## src/rtl/core/sot_pkg.sv

```systemverilog
// ---------------------------------------------------------------------------
// sot_pkg: shared types for the shape overlap test
// Shape-pair kind codes and the flag bundle passed down the pipeline.
// ---------------------------------------------------------------------------
package sot_pkg;

  typedef enum logic [2:0] {
    KIND_BOX_BOX       = 3'd0,
    KIND_CIRCLE_CIRCLE = 3'd1,
    KIND_BOX_CIRCLE    = 3'd2,
    KIND_POINT_BOX     = 3'd3,
    KIND_POINT_CIRCLE  = 3'd4
  } sot_kind_t;

  // bit positions in the over-radius flags
  localparam int unsigned OVR_X0 = 0;
  localparam int unsigned OVR_X1 = 1;
  localparam int unsigned OVR_Y0 = 2;
  localparam int unsigned OVR_Y1 = 3;

  typedef struct packed {
    sot_kind_t  kind;
    logic       direct_hit; // box-box, point-box, box-circle band test
    logic       band;       // circle centre inside an edge band of the box
    logic [3:0] over;       // axis distance already beyond the radius
  } sot_flags_t;

endpackage

```

## src/rtl/core/sot_geom.sv

```systemverilog
// ---------------------------------------------------------------------------
// sot_geom: edge compares, distances and hit-point midpoints
// Two register stages: differences and box compares, then magnitudes,
// grown-box test and midpoint sums.
// ---------------------------------------------------------------------------
module sot_geom #(
  parameter int COORD_BITS = 24
) (
  input  logic                          clk,
  input  logic                          en1,
  input  logic                          en2,
  input  logic [2:0]                    in_kind,
  input  logic signed [COORD_BITS-1:0]  in_a_left,
  input  logic signed [COORD_BITS-1:0]  in_a_top,
  input  logic signed [COORD_BITS-1:0]  in_a_right,
  input  logic signed [COORD_BITS-1:0]  in_a_bottom,
  input  logic [COORD_BITS-2:0]         in_a_radius,
  input  logic signed [COORD_BITS-1:0]  in_b_left,
  input  logic signed [COORD_BITS-1:0]  in_b_top,
  input  logic signed [COORD_BITS-1:0]  in_b_right,
  input  logic signed [COORD_BITS-1:0]  in_b_bottom,
  input  logic [COORD_BITS-2:0]         in_b_radius,
  output logic [COORD_BITS-1:0]         mag_x0,
  output logic [COORD_BITS-1:0]         mag_x1,
  output logic [COORD_BITS-1:0]         mag_y0,
  output logic [COORD_BITS-1:0]         mag_y1,
  output logic [COORD_BITS-1:0]         radius,
  output sot_pkg::sot_flags_t           flags,
  output logic [COORD_BITS-1:0]         mid_x,
  output logic [COORD_BITS-1:0]         mid_y
);

  localparam int CB = COORD_BITS;
  localparam int W1 = COORD_BITS + 1;

  // stage 1 registers
  sot_pkg::sot_kind_t   s1_kind_r;
  logic                 s1_pre_hit_r;
  logic                 s1_band_r;
  logic signed [W1-1:0] s1_dx0_r, s1_dx1_r, s1_dy0_r, s1_dy1_r;
  logic [CB-1:0]        s1_rad_r;
  logic signed [W1-1:0] s1_blm_r, s1_blp_r, s1_btm_r, s1_btp_r;
  logic signed [CB-1:0] s1_al_r, s1_at_r, s1_ar_r, s1_ab_r, s1_bl_r, s1_bt_r;
  logic signed [CB-1:0] s1_mx_r, s1_mnx_r, s1_my_r, s1_mny_r;

  // stage 1 next values
  sot_pkg::sot_kind_t   s1_kind_nxt;
  logic                 s1_pre_hit_nxt;
  logic                 s1_band_nxt;
  logic signed [W1-1:0] al_e, at_e, ar_e, ab_e, bl_e, bt_e, rb_e;
  logic [CB-1:0]        s1_rad_nxt;
  logic                 bb_hit, pb_hit;

  always_comb begin
    s1_kind_nxt = sot_pkg::sot_kind_t'(in_kind);
    al_e = $signed({in_a_left[CB-1], in_a_left});
    at_e = $signed({in_a_top[CB-1], in_a_top});
    ar_e = $signed({in_a_right[CB-1], in_a_right});
    ab_e = $signed({in_a_bottom[CB-1], in_a_bottom});
    bl_e = $signed({in_b_left[CB-1], in_b_left});
    bt_e = $signed({in_b_top[CB-1], in_b_top});
    rb_e = $signed({2'b00, in_b_radius});
    if (s1_kind_nxt == sot_pkg::KIND_CIRCLE_CIRCLE) begin
      s1_rad_nxt = {1'b0, in_a_radius} + {1'b0, in_b_radius};
    end else begin
      s1_rad_nxt = {1'b0, in_b_radius};
    end
    bb_hit = !((in_a_left > in_b_right) || (in_a_top > in_b_bottom) ||
               (in_a_right < in_b_left) || (in_a_bottom < in_b_top));
    pb_hit = !((in_b_left > in_a_left) || (in_b_top > in_a_top) ||
               (in_b_right < in_a_left) || (in_b_bottom < in_a_top));
    s1_pre_hit_nxt = (s1_kind_nxt == sot_pkg::KIND_BOX_BOX) ? bb_hit : pb_hit;
    s1_band_nxt = ((in_a_left <= in_b_left) && (in_b_left <= in_a_right)) ||
                  ((in_a_top <= in_b_top) && (in_b_top <= in_a_bottom));
  end

  always_ff @(posedge clk) begin
    if (en1) begin
      s1_kind_r    <= s1_kind_nxt;
      s1_pre_hit_r <= s1_pre_hit_nxt;
      s1_band_r    <= s1_band_nxt;
      s1_dx0_r     <= bl_e - al_e;
      s1_dx1_r     <= bl_e - ar_e;
      s1_dy0_r     <= bt_e - at_e;
      s1_dy1_r     <= bt_e - ab_e;
      s1_rad_r     <= s1_rad_nxt;
      s1_blm_r     <= bl_e - rb_e;
      s1_blp_r     <= bl_e + rb_e;
      s1_btm_r     <= bt_e - rb_e;
      s1_btp_r     <= bt_e + rb_e;
      s1_al_r      <= in_a_left;
      s1_at_r      <= in_a_top;
      s1_ar_r      <= in_a_right;
      s1_ab_r      <= in_a_bottom;
      s1_bl_r      <= in_b_left;
      s1_bt_r      <= in_b_top;
      s1_mx_r      <= (in_a_left > in_b_left) ? in_a_left : in_b_left;
      s1_mnx_r     <= (in_a_right < in_b_right) ? in_a_right : in_b_right;
      s1_my_r      <= (in_a_top > in_b_top) ? in_a_top : in_b_top;
      s1_mny_r     <= (in_a_bottom < in_b_bottom) ? in_a_bottom : in_b_bottom;
    end
  end

  // stage 2: magnitudes, grown-box test, midpoint sums
  logic [W1-1:0]        ax0, ax1, ay0, ay1, rad_e;
  logic signed [W1-1:0] s1_al_e, s1_at_e, s1_ar_e, s1_ab_e, s1_bl_e, s1_bt_e;
  logic signed [W1-1:0] px, qx, py, qy;
  logic signed [W1:0]   sum_x, sum_y;
  logic                 grown_hit;
  sot_pkg::sot_flags_t  flags_nxt;

  always_comb begin
    ax0 = s1_dx0_r[W1-1] ? W1'(-s1_dx0_r) : W1'(s1_dx0_r);
    ax1 = s1_dx1_r[W1-1] ? W1'(-s1_dx1_r) : W1'(s1_dx1_r);
    ay0 = s1_dy0_r[W1-1] ? W1'(-s1_dy0_r) : W1'(s1_dy0_r);
    ay1 = s1_dy1_r[W1-1] ? W1'(-s1_dy1_r) : W1'(s1_dy1_r);
    rad_e = {1'b0, s1_rad_r};
    s1_al_e = $signed({s1_al_r[CB-1], s1_al_r});
    s1_at_e = $signed({s1_at_r[CB-1], s1_at_r});
    s1_ar_e = $signed({s1_ar_r[CB-1], s1_ar_r});
    s1_ab_e = $signed({s1_ab_r[CB-1], s1_ab_r});
    s1_bl_e = $signed({s1_bl_r[CB-1], s1_bl_r});
    s1_bt_e = $signed({s1_bt_r[CB-1], s1_bt_r});
    grown_hit = !((s1_al_e > s1_blp_r) || (s1_at_e > s1_btp_r) ||
                  (s1_ar_e < s1_blm_r) || (s1_ab_e < s1_btm_r));

    unique case (s1_kind_r)
      sot_pkg::KIND_BOX_BOX: begin
        px = $signed({s1_mx_r[CB-1], s1_mx_r});
        qx = $signed({s1_mnx_r[CB-1], s1_mnx_r});
        py = $signed({s1_my_r[CB-1], s1_my_r});
        qy = $signed({s1_mny_r[CB-1], s1_mny_r});
      end
      sot_pkg::KIND_CIRCLE_CIRCLE: begin
        px = s1_al_e;
        qx = s1_bl_e;
        py = s1_at_e;
        qy = s1_bt_e;
      end
      sot_pkg::KIND_BOX_CIRCLE: begin
        px = (s1_al_e > s1_blm_r) ? s1_al_e : s1_blm_r;
        qx = (s1_ar_e < s1_blp_r) ? s1_ar_e : s1_blp_r;
        py = (s1_at_e > s1_btm_r) ? s1_at_e : s1_btm_r;
        qy = (s1_ab_e < s1_btp_r) ? s1_ab_e : s1_btp_r;
      end
      default: begin
        // point kinds: twice the point halves back to the point
        px = s1_al_e;
        qx = s1_al_e;
        py = s1_at_e;
        qy = s1_at_e;
      end
    endcase
    sum_x = $signed({px[W1-1], px}) + $signed({qx[W1-1], qx});
    sum_y = $signed({py[W1-1], py}) + $signed({qy[W1-1], qy});

    flags_nxt.kind = s1_kind_r;
    flags_nxt.direct_hit = (s1_kind_r == sot_pkg::KIND_BOX_CIRCLE) ? grown_hit
                                                                   : s1_pre_hit_r;
    flags_nxt.band = s1_band_r;
    flags_nxt.over[sot_pkg::OVR_X0] = ax0 > rad_e;
    flags_nxt.over[sot_pkg::OVR_X1] = ax1 > rad_e;
    flags_nxt.over[sot_pkg::OVR_Y0] = ay0 > rad_e;
    flags_nxt.over[sot_pkg::OVR_Y1] = ay1 > rad_e;
  end

  always_ff @(posedge clk) begin
    if (en2) begin
      mag_x0 <= ax0[CB-1:0];
      mag_x1 <= ax1[CB-1:0];
      mag_y0 <= ay0[CB-1:0];
      mag_y1 <= ay1[CB-1:0];
      radius <= s1_rad_r;
      flags  <= flags_nxt;
      mid_x  <= sum_x[CB:1];
      mid_y  <= sum_y[CB:1];
    end
  end

endmodule

```

## config.mk

```make
export PLATFORM = sky130hd
export DESIGN_NAME = sot_geom
export DESIGN_NICKNAME = d
export VERILOG_FILES = /design/src/rtl/core/sot_pkg.sv /design/src/rtl/core/sot_geom.sv
export SDC_FILE = /design/constraint.sdc
export NUM_CORES = 2
export LEC_CHECK = 0
export BUFFER_PORTS_ARGS = -buffer_cell sky130_fd_sc_hd__buf_2
export CAP_MARGIN = 20
export CORE_MARGIN = 2
export CORE_UTILIZATION = 50
export CTS_BUF_LIST = sky130_fd_sc_hd__clkbuf_16
export DETAILED_ROUTE_END_ITERATION = 12
export GPL_TIMING_DRIVEN = 0
export HOLD_SLACK_MARGIN = 0.15
export PLACE_DENSITY_LB_ADDON = 0.08
export SYNTH_ARGS = -nofsm -noshare
export SYNTH_HDL_FRONTEND = slang
export SYNTH_SLANG_ARGS = --single-unit
```

## constraint.sdc

```tcl
create_clock -name clk -period 5.65 [get_ports clk]
set_input_delay 1.13 -clock clk [delete_from_list [all_inputs] [get_ports clk]]
set_output_delay 1.13 -clock clk [all_outputs]
set_load 0.005 [all_outputs]
```

==> flow_metrics.env <==
export IMPL_status="finished, violations left"
export IMPL_violations="setup timing"
export IMPL_dp_hpwl_um=136000
export IMPL_wl_met3_um=17600
export IMPL_io_buffers=420
export IMPL_synthTopCellsByArea="edfxtp_1 (41%), ha_1 (17%), xnor2_1 (4.4%)"
export IMPL_worstSetupPathType="reg2reg"
export IMPL_synthDistinctLibCells=99
export IMPL_cts_tree="built"
export IMPL_clock_skew_ns=0.0306
export IMPL_ys_seq_area_frac=0.414
export IMPL_drtPass1Iterations=5
export IMPL_drt_total_wl_um=170000
export IMPL_rsz0062_at_grt="yes"
export IMPL_crit_buf_inv=2
export IMPL_r2r_start="s1_al_r[15]$_DFFE_PP_"
export IMPL_fin_nets=6009
export IMPL_slew_violations=0
export IMPL_cts_root_buf="clkbuf_16"
export IMPL_coreArea_sq_um=92900
export IMPL_dr_total_vias=38979
export IMPL_yosysTopAreaCellShare=0.414
export IMPL_insertion_delay_ns=0.66
export IMPL_syn_nets=5449
export IMPL_grt_use_total=0.347
export IMPL_power_total_mw=18.2
export IMPL_multi_input_area_sq_um=25800
export IMPL_drive_above_1_share=0.150
export IMPL_cts_path_max_buffers=3
export IMPL_final_setup_viol_count=5
export IMPL_end_kind="flop"
export IMPL_highest_layer="met5"
export IMPL_ir_drop_mv=0.291
export IMPL_drc=0
export IMPL_fmax_mhz=164
export IMPL_min_period_over_period=1.08
export IMPL_relSlewSlack=0.256
export IMPL_worstPathMaxFanout=10
export IMPL_yosys_area_top_type="edfxtp_1"
export IMPL_syn_area_sq_um=46700
export IMPL_hold_viol=0
export IMPL_dpl_cell_count=6226
export IMPL_crit_path_start="s1_al_r[15]$_DFFE_PP_"
export IMPL_crit_path_frequent_cell="nor2_1"
export IMPL_p_leak_nw=23.7
export IMPL_slowest_delay_ns=0.54
export IMPL_holdCritStartpoint="s1_band_r$_DFFE_PP_"
export IMPL_finalWorstSetupSlack_ns=-0.463
export IMPL_ys_async_sr_fraction=0
export IMPL_tightest_slew_ns=1.12
export IMPL_crit_arrival_ns=6.50
export IMPL_cp_top_family="compound AO/OA/AOI/OAI gates"
export IMPL_gp_congestion=0.985
export IMPL_antenna_found_initial=17
export IMPL_fin_crit_ns=6.11
export IMPL_fin_cells=6425
export IMPL_critPathLaunchType="flop"
export IMPL_cts_buffers=75
export IMPL_h_tree_depth=3
export IMPL_ios=421
export IMPL_numClockSinks=644
export IMPL_ys_ff_latch=644
export IMPL_wl_per_cell_um=26.4
export IMPL_drt_iter0_markers=4502
export IMPL_fillers=8213
export IMPL_synth_edf_count=644
export IMPL_path_clk_slew_ns=0.07
export IMPL_syn2layout_area_growth_pct=16.1
export IMPL_netlist_top_cells_count="ha_1 (647), edfxtp_1 (644), inv_1 (431)"
export IMPL_route_met2_wl_um=73200
export IMPL_grt_pass1_vias=36382
export IMPL_std_cell_rows=112
export IMPL_yosysMostFrequentCell="ha_1"
export IMPL_required_ns=6.03
export IMPL_die_width_um=310
export IMPL_grt_max_degree=121
export IMPL_overflow=0
export IMPL_power_density_nw_per_um2=335
export IMPL_maxCapViolCount=0
export IMPL_wl_met1_um=71300
export IMPL_min_path_type="reg2reg"
export IMPL_ant_nets=0
export IMPL_synth_area_per_cell_sq_um=10.3
export IMPL_viasPerCell=6.07
export IMPL_initial_utilization=0.503
export IMPL_die_h_um=310
export IMPL_regArea_sq_um=19300
export IMPL_grt_first_pass_wirelength_um=240000
export IMPL_fp_dieArea_sq_um=95900
export IMPL_ys_warn_count=0
export IMPL_ys_flop_type="edfxtp_1"
export IMPL_syn_inst=4547
export IMPL_cp_slowest_cell="edfxtp_1"
[where the power goes]
group,internal (mW),switching [mW],total [mW]
Clock,3.13,2.17,5.31
Combinational,2.50,3.71,6.22
Sequential,6.24,0.413,6.65
Total,11.9,6.30,18.2
[state kept, by name, indices dropped and copies added (netlist names), 25 cells and up]
signal and cells:
s1_blm_r 25, s1_btm_r 25, s1_dx0_r 25, s1_dx1_r 25, s1_dy0_r 25, s1_dy1_r 25
[worst register-to-register path, delay by kind of cell, from the launching register on]
family / cells / cell delay (ns)
buffers and inverters: 2 / 0.42
xor gates and xnor gates: 1 / 0.10
and+or+nand+nor: 6 / 1.06
DFF: 1 / 0.54
AOI/OAI and AO/OA: 15 / 2.95
adders and majority gates: 2 / 0.75
[cells by family (layout without fill, tap and decap cells)]
logic type | count (synthesis) | in the layout | synth area share
compound gates | 1323 | 1323 | 0.187
flops | 644 | 644 | 0.414
xor+xnor | 291 | 291 | 0.0547
mux | 58 | 58 | 0.0127
simple gates | 1027 | 1027 | 0.109
buf+inv | 546 | 1167 | 0.0447
other cells | 0 | 3 | 0
fa+ha+maj | 658 | 658 | 0.178
[layer usage]
layer / up-vias / global-route usage
li1: 18108 / -
met1: 18545 / 0.478
met2: 1960 / 0.528
met3: 360 / 0.0761
met4: 6 / 0.145
met5: - / 0
[timing repair]
| action | in CTS | in global routing |
|---|---|---|
| resized for setup | 88 | 47 |
| pin swaps | 40 | 38 |
| endpoints found under the setup margin | 39 | 21 |
| cloned | 0 | 0 |
| buffers inserted | 40 | 22 |
| hold buffers | 0 | 0 |
[path summary, 6_finish.rpt]
path | endpoint | slack, ns | cells after the start
worst max-delay path | mid_x[23]$_DFFE_PP_ | -0.46 | 26
worst min-delay path | flags[4]$_DFFE_PP_ | 0.44 | 0
worst min register to register | flags[4]$_DFFE_PP_ | 0.44 | 0
worst max register to register | mid_x[23]$_DFFE_PP_ | -0.46 | 26
[area by class of cell]
class,count,area share
flip-flops and latches,644,0.357
clock buffers,76,0.0351
inverters,432,0.0299
repair buffers,487,0.0504
plain buffers,110,0.0104
multi-input cells,3357,0.475
clock inverters,62,0.0138
diodes,3,0.000138
well taps,1254,0.0289
[placed cells by master, fill, tap and decap left out, drive strengths merged, types with 39 or more instances in the layout]
| master | Yosys | layout |
|---|---|---|
| ha | 647 | 647 |
| edfxtp | 644 | 644 |
| buf | 20 | 511 |
| inv | 431 | 448 |
| o21ai | 312 | 312 |
| a21oi | 279 | 279 |
| nand2 | 275 | 275 |
| nor2 | 250 | 250 |
| xnor2 | 235 | 235 |
| clkbuf | 94 | 162 |
| a21o | 157 | 157 |
| o22ai | 121 | 121 |
| nor2b | 117 | 117 |
| nand2b | 77 | 77 |
| nand4 | 77 | 77 |
| nor3 | 65 | 65 |
| o211ai | 64 | 64 |
| xor2 | 56 | 56 |
| mux2i | 51 | 51 |
| a221oi | 51 | 51 |
| nand3 | 50 | 50 |
| o21bai | 49 | 49 |
| o21a | 48 | 48 |
| o31ai | 39 | 39 |
[stage by stage]
stage | instance area, sq um | util | hold WS (ns) | setup WS (ns) | TNS [ns]
6_report | 54200 | 0.584 | 0.441 | -0.463 | -1.21
5_1_grt | 54200 | 0.584 | 0.453 | -0.629 | -2.29
4_1_cts | 53900 | 0.580 | 0.440 | -0.442 | -1.17
3_5_place_dp | 50500 | 0.544 | 0.420 | -2.17 | -34.60
3_3_place_gp | 50400 | 0.542 | 0.411 | -3.82 | -1791.11
2_1_floorplan | 46700 | - | 0.400 | 0.00184 | 0
Power figures use the tool's default switching activity.
